`src/design/wl1dt_pkg.sv`:
```
// Shared types and constants of the weighted L1 distance transform.
package wl1dt_pkg;

    localparam int POS_W    = 7;
    localparam int WEIGHT_W = 30;
    localparam int VALUE_W  = 31;

    localparam logic [POS_W-1:0]   CELL_COUNT_RESET = 7'd64;
    localparam logic [VALUE_W-1:0] VALUE_INF        = 31'h7FFF_FFFF;

    typedef enum logic {
        OP_PLACE = 1'b0,
        OP_RUN   = 1'b1
    } t_opcode;

    typedef enum logic [1:0] {
        BK_IDLE,
        BK_BWD,
        BK_TURN,
        BK_FWD
    } t_back_state;

    // One command handed from the front end to the back end.
    typedef struct packed {
        logic                is_run;
        logic [POS_W-1:0]    position;
        logic [WEIGHT_W-1:0] weight;
    } t_cmd;

    typedef struct packed {
        logic valid;
        t_cmd cmd;
    } t_cmd_req;

endpackage

```
`src/design/wl1dt_if.sv`:
```
// Handshake interfaces for the input word and the result word.
interface wl1dt_item_if;
    logic                           valid;
    logic                           ready;
    logic                           opcode;
    logic [wl1dt_pkg::POS_W-1:0]    unit_position;
    logic [wl1dt_pkg::WEIGHT_W-1:0] unit_temperature;

    modport source (output valid, output opcode, output unit_position,
                    output unit_temperature, input ready);
    modport sink   (input valid, input opcode, input unit_position,
                    input unit_temperature, output ready);
endinterface

interface wl1dt_result_if;
    logic                          valid;
    logic                          ready;
    logic [wl1dt_pkg::POS_W-1:0]   cell_index;
    logic [wl1dt_pkg::VALUE_W-1:0] cell_value;
    logic                          covered;
    logic                          last;

    modport source (output valid, output cell_index, output cell_value,
                    output covered, output last, input ready);
    modport sink   (input valid, input cell_index, input cell_value,
                    input covered, input last, output ready);
endinterface

```
`src/design/wl1dt_ram.sv`:
```
// Generic single-write, single-read RAM with a registered read port.
module wl1dt_ram #(
    parameter int WIDTH = 30,
    parameter int DEPTH = 64
) (
    input  logic                     i_clk,
    input  logic                     i_we,
    input  logic [$clog2(DEPTH)-1:0] i_waddr,
    input  logic [WIDTH-1:0]         i_wdata,
    input  logic [$clog2(DEPTH)-1:0] i_raddr,
    output logic [WIDTH-1:0]         o_rdata
);
    logic [WIDTH-1:0] r_mem [DEPTH];
    logic [WIDTH-1:0] r_rdata;

    always_ff @(posedge i_clk) begin
        if (i_we) begin
            r_mem[i_waddr] <= i_wdata;
        end
        r_rdata <= r_mem[i_raddr];
    end

    assign o_rdata = r_rdata;
endmodule

```
`src/design/wl1dt_queue.sv`:
```
// Short command queue between the front end and the back end.
module wl1dt_queue #(
    parameter int DEPTH = 2
) (
    input  logic                i_clk,
    input  logic                i_rst_n,
    input  wl1dt_pkg::t_cmd_req i_push,
    output logic                o_full,
    input  logic                i_pop,
    output wl1dt_pkg::t_cmd_req o_head
);
    import wl1dt_pkg::*;

    localparam int PTR_W = $clog2(DEPTH);
    localparam int CNT_W = $clog2(DEPTH + 1);

    t_cmd               r_mem [DEPTH];
    logic [PTR_W-1:0]   r_wr_ptr, n_wr_ptr;
    logic [PTR_W-1:0]   r_rd_ptr, n_rd_ptr;
    logic [CNT_W-1:0]   r_count, n_count;
    logic               do_push;
    logic               do_pop;

    assign do_push = i_push.valid && !o_full;
    assign do_pop  = i_pop && (r_count != '0);

    always_comb begin
        n_wr_ptr = r_wr_ptr;
        n_rd_ptr = r_rd_ptr;
        n_count  = r_count;
        if (do_push) begin
            n_wr_ptr = (r_wr_ptr == PTR_W'(DEPTH - 1)) ? '0 : r_wr_ptr + PTR_W'(1);
        end
        if (do_pop) begin
            n_rd_ptr = (r_rd_ptr == PTR_W'(DEPTH - 1)) ? '0 : r_rd_ptr + PTR_W'(1);
        end
        if (do_push && !do_pop) begin
            n_count = r_count + CNT_W'(1);
        end else if (do_pop && !do_push) begin
            n_count = r_count - CNT_W'(1);
        end
    end

    always_ff @(posedge i_clk) begin
        if (!i_rst_n) begin
            r_wr_ptr <= '0;
            r_rd_ptr <= '0;
            r_count  <= '0;
        end else begin
            r_wr_ptr <= n_wr_ptr;
            r_rd_ptr <= n_rd_ptr;
            r_count  <= n_count;
        end
    end

    always_ff @(posedge i_clk) begin
        if (do_push) begin
            r_mem[r_wr_ptr] <= i_push.cmd;
        end
    end

    assign o_full       = (r_count == CNT_W'(DEPTH));
    assign o_head.valid = (r_count != '0);
    assign o_head.cmd   = r_mem[r_rd_ptr];
endmodule

```
`src/design/wl1dt_front.sv`:
```
// Front end: accepts input words, drops out-of-range places, queues commands.
module wl1dt_front (
    wl1dt_item_if.sink                  i_item,
    input  logic [wl1dt_pkg::POS_W-1:0] i_cells,
    input  logic                        i_full,
    output wl1dt_pkg::t_cmd_req         o_push
);
    import wl1dt_pkg::*;

    logic is_run;
    logic pos_ok;

    always_comb begin
        is_run = (i_item.opcode == OP_RUN);
        pos_ok = (i_item.unit_position != '0) && (i_item.unit_position <= i_cells);

        i_item.ready        = !i_full;
        o_push.valid        = i_item.valid && !i_full && (is_run || pos_ok);
        o_push.cmd.is_run   = is_run;
        o_push.cmd.position = i_item.unit_position;
        o_push.cmd.weight   = i_item.unit_temperature;
    end
endmodule

```
`src/design/wl1dt_back.sv`:
```
// Back end: source map, backward and forward sweeps, output register.
module wl1dt_back #(
    parameter int MAX_CELLS = 64
) (
    input  logic                        i_clk,
    input  logic                        i_rst_n,
    input  logic [wl1dt_pkg::POS_W-1:0] i_cells,
    input  wl1dt_pkg::t_cmd_req         i_head,
    output logic                        o_pop,
    wl1dt_result_if.source              o_result
);
    import wl1dt_pkg::*;

    localparam int IDX_W = $clog2(MAX_CELLS);

    t_back_state          r_state, n_state;
    logic [MAX_CELLS-1:0] r_present, n_present;
    logic [IDX_W-1:0]     r_idx, n_idx;
    logic [VALUE_W-1:0]   r_carry, n_carry;
    logic                 r_covered, n_covered;

    logic                 r_out_valid, n_out_valid;
    logic [POS_W-1:0]     r_out_index, n_out_index;
    logic [VALUE_W-1:0]   r_out_value, n_out_value;
    logic                 r_out_covered, n_out_covered;
    logic                 r_out_last, n_out_last;

    logic [POS_W-1:0]     cells_m1;
    logic [POS_W-1:0]     pos_m1;
    logic [IDX_W-1:0]     last_idx;
    logic [IDX_W-1:0]     cmd_idx;
    logic [MAX_CELLS-1:0] active_mask;
    logic                 any_present;
    logic [VALUE_W-1:0]   carry_inc;
    logic [VALUE_W-1:0]   bwd_source;
    logic [VALUE_W-1:0]   bwd_val;
    logic [VALUE_W-1:0]   fwd_val;
    logic                 out_free;

    logic                 weight_we;
    logic                 scratch_we;
    logic [WEIGHT_W-1:0]  weight_rdata;
    logic [VALUE_W-1:0]   scratch_rdata;

    assign cells_m1 = i_cells - POS_W'(1);
    assign pos_m1   = i_head.cmd.position - POS_W'(1);
    assign last_idx = cells_m1[IDX_W-1:0];
    assign cmd_idx  = pos_m1[IDX_W-1:0];

    always_comb begin
        for (int k = 0; k < MAX_CELLS; k++) begin
            active_mask[k] = (POS_W'(k) < i_cells);
        end
    end

    assign any_present = |(r_present & active_mask);

    // Infinity stays infinity; finite values never reach it.
    assign carry_inc  = (r_carry == VALUE_INF) ? VALUE_INF : r_carry + VALUE_W'(1);
    assign bwd_source = r_present[r_idx] ? {1'b0, weight_rdata} : VALUE_INF;
    assign bwd_val    = (bwd_source < carry_inc) ? bwd_source : carry_inc;
    assign fwd_val    = (scratch_rdata < carry_inc) ? scratch_rdata : carry_inc;
    assign out_free   = !r_out_valid || o_result.ready;

    always_comb begin
        n_state = r_state;
        unique case (r_state)
            BK_IDLE: begin
                if (i_head.valid && i_head.cmd.is_run) begin
                    n_state = BK_BWD;
                end
            end
            BK_BWD: begin
                if (r_idx == '0) begin
                    n_state = BK_TURN;
                end
            end
            BK_TURN: begin
                n_state = BK_FWD;
            end
            BK_FWD: begin
                if (out_free && (r_idx == last_idx)) begin
                    n_state = BK_IDLE;
                end
            end
            default: begin
                n_state = BK_IDLE;
            end
        endcase
    end

    always_comb begin
        n_idx         = r_idx;
        n_carry       = r_carry;
        n_covered     = r_covered;
        n_present     = r_present;
        n_out_valid   = r_out_valid && !o_result.ready;
        n_out_index   = r_out_index;
        n_out_value   = r_out_value;
        n_out_covered = r_out_covered;
        n_out_last    = r_out_last;
        o_pop         = 1'b0;
        weight_we     = 1'b0;
        scratch_we    = 1'b0;
        unique case (r_state)
            BK_IDLE: begin
                if (i_head.valid) begin
                    o_pop = 1'b1;
                    if (i_head.cmd.is_run) begin
                        n_idx     = last_idx;
                        n_carry   = VALUE_INF;
                        n_covered = any_present;
                    end else begin
                        weight_we          = 1'b1;
                        n_present[cmd_idx] = 1'b1;
                    end
                end
            end
            BK_BWD: begin
                scratch_we = 1'b1;
                n_carry    = bwd_val;
                if (r_idx != '0) begin
                    n_idx = r_idx - IDX_W'(1);
                end
            end
            BK_TURN: begin
                n_carry = VALUE_INF;
            end
            BK_FWD: begin
                if (out_free) begin
                    n_out_valid   = 1'b1;
                    n_out_index   = {{(POS_W - IDX_W){1'b0}}, r_idx} + POS_W'(1);
                    n_out_value   = fwd_val;
                    n_out_covered = r_covered;
                    n_out_last    = (r_idx == last_idx);
                    n_carry       = fwd_val;
                    if (r_idx == last_idx) begin
                        n_present = '0;
                    end else begin
                        n_idx = r_idx + IDX_W'(1);
                    end
                end
            end
            default: begin
                n_idx = r_idx;
            end
        endcase
    end

    always_ff @(posedge i_clk) begin
        if (!i_rst_n) begin
            r_state     <= BK_IDLE;
            r_present   <= '0;
            r_out_valid <= 1'b0;
        end else begin
            r_state     <= n_state;
            r_present   <= n_present;
            r_out_valid <= n_out_valid;
        end
    end

    always_ff @(posedge i_clk) begin
        r_idx         <= n_idx;
        r_carry       <= n_carry;
        r_covered     <= n_covered;
        r_out_index   <= n_out_index;
        r_out_value   <= n_out_value;
        r_out_covered <= n_out_covered;
        r_out_last    <= n_out_last;
    end

    // Both memories are read at the next index, so read data always
    // matches the current index.
    wl1dt_ram #(
        .WIDTH (WEIGHT_W),
        .DEPTH (MAX_CELLS)
    ) u_weight_ram (
        .i_clk   (i_clk),
        .i_we    (weight_we),
        .i_waddr (cmd_idx),
        .i_wdata (i_head.cmd.weight),
        .i_raddr (n_idx),
        .o_rdata (weight_rdata)
    );

    wl1dt_ram #(
        .WIDTH (VALUE_W),
        .DEPTH (MAX_CELLS)
    ) u_scratch_ram (
        .i_clk   (i_clk),
        .i_we    (scratch_we),
        .i_waddr (r_idx),
        .i_wdata (bwd_val),
        .i_raddr (n_idx),
        .o_rdata (scratch_rdata)
    );

    assign o_result.valid      = r_out_valid;
    assign o_result.cell_index = r_out_index;
    assign o_result.cell_value = r_out_value;
    assign o_result.covered    = r_out_covered;
    assign o_result.last       = r_out_last;
endmodule

```
`src/design/weighted_l1_distance_transform.sv`:
```
// Top level of the weighted one-dimensional L1 distance transform.
// Throughput: one place word per cycle enters a two-entry queue while it has room and is retired
// by a single pop. A run of n cells takes a pop, a backward step per cell, a memory turnaround,
// then a forward step per cell that emits one result per cycle while the sink is ready.
// Reset (synchronous, active low) clears the queue, sequencer, source map and output register
// and sets the cell count to 64; the weight memory is not cleared.
module weighted_l1_distance_transform #(
    parameter int MAX_CELLS = 64
) (
    input  logic                        i_clk,
    input  logic                        i_rst_n,
    input  logic                        i_cfg_we,
    input  logic [wl1dt_pkg::POS_W-1:0] i_cfg_data,
    wl1dt_item_if.sink                  i_item,
    wl1dt_result_if.source              o_result
);
    import wl1dt_pkg::*;

    localparam logic [POS_W-1:0] CELLS_MAX = POS_W'(MAX_CELLS);

    logic [POS_W-1:0] r_cell_count;
    logic [POS_W-1:0] cells;
    t_cmd_req         push;
    t_cmd_req         head;
    logic             full;
    logic             pop;

    // The user must write the cell count register only while the block is idle (the block does
    // not enforce this), so the front and back ends both read it directly.
    always_ff @(posedge i_clk) begin
        if (!i_rst_n) begin
            r_cell_count <= CELL_COUNT_RESET;
        end else if (i_cfg_we) begin
            r_cell_count <= i_cfg_data;
        end
    end

    // A count of zero acts as one cell, and a count beyond the row acts as
    // the full row.
    always_comb begin
        if (r_cell_count == '0) begin
            cells = POS_W'(1);
        end else if (r_cell_count > CELLS_MAX) begin
            cells = CELLS_MAX;
        end else begin
            cells = r_cell_count;
        end
    end

    // The front end takes every word while the queue has room. Places with
    // a position outside the active row are swallowed here.
    wl1dt_front u_front (
        .i_item  (i_item),
        .i_cells (cells),
        .i_full  (full),
        .o_push  (push)
    );

    wl1dt_queue #(
        .DEPTH (2)
    ) u_queue (
        .i_clk   (i_clk),
        .i_rst_n (i_rst_n),
        .i_push  (push),
        .o_full  (full),
        .i_pop   (pop),
        .o_head  (head)
    );

    // The back end keeps the source map. A run sweeps from the last cell
    // down, storing the best value seen from the right, then sweeps up,
    // folding in the best value from the left and emitting each cell.
    wl1dt_back #(
        .MAX_CELLS (MAX_CELLS)
    ) u_back (
        .i_clk    (i_clk),
        .i_rst_n  (i_rst_n),
        .i_cells  (cells),
        .i_head   (head),
        .o_pop    (pop),
        .o_result (o_result)
    );

    // A result always names a cell inside the active row.
    a_index_in_row: assert property (@(posedge i_clk) disable iff (!i_rst_n)
        o_result.valid |-> (o_result.cell_index != '0) && (o_result.cell_index <= cells))
        else $error("result cell index outside the active row");

    // Without any source every value is the all-ones marker.
    a_uncovered_inf: assert property (@(posedge i_clk) disable iff (!i_rst_n)
        (o_result.valid && !o_result.covered) |-> (o_result.cell_value == VALUE_INF))
        else $error("uncovered result carries a finite value");

    // With a source every value is finite.
    a_covered_finite: assert property (@(posedge i_clk) disable iff (!i_rst_n)
        (o_result.valid && o_result.covered) |-> (o_result.cell_value != VALUE_INF))
        else $error("covered result carries the all-ones marker");

    // Results of a run come out in increasing cell order with no gaps.
    a_index_step: assert property (@(posedge i_clk) disable iff (!i_rst_n)
        (o_result.valid && o_result.ready && !o_result.last) |=>
            (!o_result.valid ||
             (o_result.cell_index == POS_W'($past(o_result.cell_index) + POS_W'(1)))))
        else $error("result cell index did not advance by one");
endmodule
```
`src/flat_wrapper.sv`:
```
// flat-port wrapper written by rule: the top's interface ports become plain ports
module weighted_l1_distance_transform_flat import wl1dt_pkg::*;
#(
    parameter int MAX_CELLS = 64
)
  (i_clk, i_rst_n, i_cfg_we, i_cfg_data, i_item_valid, i_item_opcode, i_item_unit_position, i_item_unit_temperature, i_item_ready, o_result_valid, o_result_cell_index, o_result_cell_value, o_result_covered, o_result_last, o_result_ready);
  wl1dt_item_if i_item_i ();
  wl1dt_result_if o_result_i ();
  input  logic i_clk;
  input  logic i_rst_n;
  input  logic i_cfg_we;
  input  logic [wl1dt_pkg::POS_W-1:0] i_cfg_data;
  input wire logic [$bits(i_item_i.valid)-1:0] i_item_valid;
  input wire logic [$bits(i_item_i.opcode)-1:0] i_item_opcode;
  input wire logic [$bits(i_item_i.unit_position)-1:0] i_item_unit_position;
  input wire logic [$bits(i_item_i.unit_temperature)-1:0] i_item_unit_temperature;
  output wire logic [$bits(i_item_i.ready)-1:0] i_item_ready;
  output wire logic [$bits(o_result_i.valid)-1:0] o_result_valid;
  output wire logic [$bits(o_result_i.cell_index)-1:0] o_result_cell_index;
  output wire logic [$bits(o_result_i.cell_value)-1:0] o_result_cell_value;
  output wire logic [$bits(o_result_i.covered)-1:0] o_result_covered;
  output wire logic [$bits(o_result_i.last)-1:0] o_result_last;
  input wire logic [$bits(o_result_i.ready)-1:0] o_result_ready;
  assign i_item_i.valid = i_item_valid;
  assign i_item_i.opcode = i_item_opcode;
  assign i_item_i.unit_position = i_item_unit_position;
  assign i_item_i.unit_temperature = i_item_unit_temperature;
  assign i_item_ready = i_item_i.ready;
  assign o_result_valid = o_result_i.valid;
  assign o_result_cell_index = o_result_i.cell_index;
  assign o_result_cell_value = o_result_i.cell_value;
  assign o_result_covered = o_result_i.covered;
  assign o_result_last = o_result_i.last;
  assign o_result_i.ready = o_result_ready;
  weighted_l1_distance_transform #(.MAX_CELLS(MAX_CELLS)) u_core (.i_clk(i_clk), .i_rst_n(i_rst_n), .i_cfg_we(i_cfg_we), .i_cfg_data(i_cfg_data), .i_item(i_item_i), .o_result(o_result_i));
endmodule
```
`config.mk`:
```
export PLATFORM = sky130hd
export DESIGN_NAME = weighted_l1_distance_transform_flat
export DESIGN_NICKNAME = d
export VERILOG_FILES = /design/src/design/wl1dt_pkg.sv /design/src/design/wl1dt_if.sv /design/src/design/wl1dt_ram.sv /design/src/design/wl1dt_queue.sv /design/src/design/wl1dt_front.sv /design/src/design/wl1dt_back.sv /design/src/design/weighted_l1_distance_transform.sv /design/src/flat_wrapper.sv
export SDC_FILE = /design/constraint.sdc
export NUM_CORES = 2
export LEC_CHECK = 0
export BUFFER_PORTS_ARGS = -buffer_cell sky130_fd_sc_hd__buf_2
export CORE_MARGIN = 8
export CORE_UTILIZATION = 30
export CTS_CLUSTER_DIAMETER = 30
export DETAILED_ROUTE_END_ITERATION = 7
export PLACE_DENSITY = 0.42
export SLEW_MARGIN = 20
export SYNTH_ARGS = -nofsm -noshare
export SYNTH_HDL_FRONTEND = slang
export SYNTH_HIERARCHICAL = 1
export SYNTH_SLANG_ARGS = --single-unit
export TNS_END_PERCENT = 5
```
`constraint.sdc`:
```
create_clock -name i_clk -period 7.25 [get_ports i_clk]
set_clock_uncertainty 0.2 [all_clocks]
set_input_delay 0.725 -clock i_clk [delete_from_list [all_inputs] [get_ports i_clk]]
set_output_delay 0.725 -clock i_clk [all_outputs]
set_load 0.01 [all_outputs]
```
==> implementation parameters <==
Parameter                              Value

Clock network
  Clock tree from TritonCTS    yes
  Post CTS Setup Buffer Count    0
  Clock slew at the register clock pins of the worst setup and hold paths    0.05 ns
  Number of CTS-inserted buffers    901
  Buffers from clock root to sink, at most    4
  H-tree lvl count    6
  Clock tree root buffer cell    sky130_fd_sc_hd__clkbuf_16
  Number of resized instances in the post-cts repair step    0
  Clock insertion delay at the later pin of the skew report    1.11 ns
  Clock Sinks    4196

Hold path
  Cell count of the worst hold path    2
  HP Class    in2reg
  Worst Hold Path EP    u_core/u_queue/r_mem[1][9]
  Worst Min Path Start    i_item_unit_temperature[9]

Floorplan
  Die outline area    0.572 sq mm
  I/O pin count    92
  Chip Height    757 um
  Total core area    0.548 sq mm
  Starting density of the core    30.0%
  Rows    272
  Die Span X    757 um

Synth
  Mapped Area    0.165 sq mm
  Synthesized netlist cell count    8209
  Avg Inst Size Synth    20.0 sq um
  Warning count from the yosys run    6
  Syn Nets    8333

Layout
  Area Overhead vs Synth    27.6%
  Fraction of final layout cells sized beyond drive strength 1    32.0%
  Most frequent cells in the layout    sky130_fd_sc_hd__edfxtp_1, sky130_fd_sc_hd__clkbuf_16, sky130_fd_sc_hd__mux4_2, sky130_fd_sc_hd__mux2i_1, sky130_fd_sc_hd__buf_4
  Layout net count    9424
  Leading cell type in the layout, fill and taps excluded    sky130_fd_sc_hd__edfxtp_1

Route
  Number of iterations in the first detailed-routing pass    5
  Antenna-violating nets left    0
  Routed via count    87500
  WL final    519 mm
  Average via count per standard cell    5.04
  WL per Instance    29.9 um
  Number of DRC violations after detailed routing    0
  Iteration-0 DRC Markers    8254

Status
  Run status    complete, no violations

Global route
  Total global routing track utilization    17.6%
  Wire length of the first global-routing pass    725 mm
  Vias in the first global route    92400
  Residual overflow from global routing    0
  Antenna violations before repair    30
  Largest net degree at the start of global routing    90

Worst setup path
  Critical path data required time    7.89 ns
  Source of the worst register-to-register timing path    u_core/u_back/r_idx[1]
  Critical path fanouts, max    33
  FF-to-FF path depth    21
  Launching element type of the critical path    register
  Worst-case register-to-register setup slack    0.44 ns
  Endpoint class of the critical path    register
  Signal arrival time at the worst endpoint    7.45 ns
  Type of the setup path with the least slack    reg2reg
  Endpoint of the worst register-to-register path    u_core/u_back/u_scratch_ram/r_mem[30][27]

STA
  Setup TNS    0 ns
  Crit path time final    6.81 ns
  Normalized max-slew margin    22.8%
  Max frequency    147 MHz
  RSZ-0062 raised after global routing    no
  Number of setup violations in the final report    0
  Post-route clock period utilization    94.0%
  Worst-margin pin slew    1.16 ns
  Count of pins over their slew limit    0
  Hold violation count in the final report    0

Place
  Routability cong.    0.809
  Total of buffers placed on input and output ports    91
  HPWL Detailed    310 mm

Job
  Max-cap violations    0
per-stage QoR:
step	utilization (%)	instances	hold WS (ns)	setup WS (ns)	area, sq um
floorplan	-	8209	0.200	0.277	165000
global placement	32.5	15600	0.229	0.297	178000
detailed placement	32.5	15600	0.232	0.420	178000
CTS	38.3	17400	0.0666	0.362	210000
global route	38.3	17400	0.112	0.00235	210000
finish	38.3	17400	0.171	0.437	210000
sequential cells by signal (all words and copies together) (netlist names), 2 cells and up, named ones only:
register / cells
u_core/u_back/u_weight_ram/o_rdata: 30
u_core/u_back/r_present: 64
u_core/u_queue/r_mem: 74
u_core/u_back/o_result.cell_index: 7
u_core/u_back/u_scratch_ram/r_mem: 1984
u_core/u_back/r_state: 2
u_core/r_cell_count: 7
u_core/u_queue/r_count: 2
u_core/u_back/r_idx: 6
u_core/u_back/u_weight_ram/r_mem: 1920
u_core/u_back/o_result.cell_value: 31
u_core/u_back/r_carry: 31
u_core/u_back/u_scratch_ram/o_rdata: 31
timing repair:
action | in CTS | in global routing
endpoints found under the hold margin | 89 | 0
setup endpoints to repair | 0 | 0
hold buffers | 61 | 0
worst max-delay path by stage:
stage                           startpoint                                        end  depth (start not counted)
global placement    u_core/r_cell_count[6]     u_core/u_back/u_scratch_ram/o_rdata[5]                         20
CTS                 u_core/u_back/r_idx[1]  u_core/u_back/u_scratch_ram/r_mem[31][27]                         21
detailed placement  u_core/u_back/r_idx[1]  u_core/u_back/u_scratch_ram/r_mem[29][12]                         20
global route        u_core/u_back/r_idx[1]  u_core/u_back/u_scratch_ram/r_mem[27][27]                         22
finish              u_core/u_back/r_idx[1]  u_core/u_back/u_scratch_ram/r_mem[30][27]                         21
floorplan           u_core/u_back/r_idx[0]   u_core/u_back/u_scratch_ram/r_mem[0][18]                         20
worst max-delay path, cell delays in order, from the launching register on:
cell	delay [ns]
sky130_fd_sc_hd__dfxtp_2	0.72
sky130_fd_sc_hd__mux2i_1	0.29
sky130_fd_sc_hd__a22oi_1	0.12
sky130_fd_sc_hd__nand3_1	0.10
sky130_fd_sc_hd__o21ai_0	0.14
sky130_fd_sc_hd__o31ai_4	0.89
sky130_fd_sc_hd__buf_4	0.28
sky130_fd_sc_hd__nor2_1	0.04
sky130_fd_sc_hd__inv_1	0.11
sky130_fd_sc_hd__ha_1	0.23
sky130_fd_sc_hd__and4_1	0.16
sky130_fd_sc_hd__a31o_2	0.24
sky130_fd_sc_hd__a221o_1	0.26
sky130_fd_sc_hd__a211o_1	0.35
sky130_fd_sc_hd__a31o_1	0.25
sky130_fd_sc_hd__nor2_1	0.24
sky130_fd_sc_hd__o21a_1	0.21
sky130_fd_sc_hd__buf_12	0.17
sky130_fd_sc_hd__buf_4	0.24
sky130_fd_sc_hd__a21oi_1	0.15
sky130_fd_sc_hd__nor2_4	0.65
sky130_fd_sc_hd__buf_4	0.45
metal layers:
layer	vias to the layer above	GRT usage [%]	wire length (um)
met3	729	2.50	24500
met5	-	0	0
li1	36600	-	-
met1	47400	23.7	225000
met4	0	4.91	13100
met2	2743	29.9	256000
layout make-up:
type / count / area [sq um]
Timing Repair Buffer: 680 / 6040
Clock inverter: 663 / 7890
Fill cell: 49500 / 338000
Clock buffer: 1038 / 23400
Antenna cell: 14 / 35.0
Inverter: 94 / 353
Tap cell: 7261 / 9080
Sequential cell: 4196 / 125000
Multi-Input combinational cell: 3427 / 38500
Power is left out: the tool's default activity adds up to more than one toggle a clock period on the data nets, which glitch-free logic cannot reach.
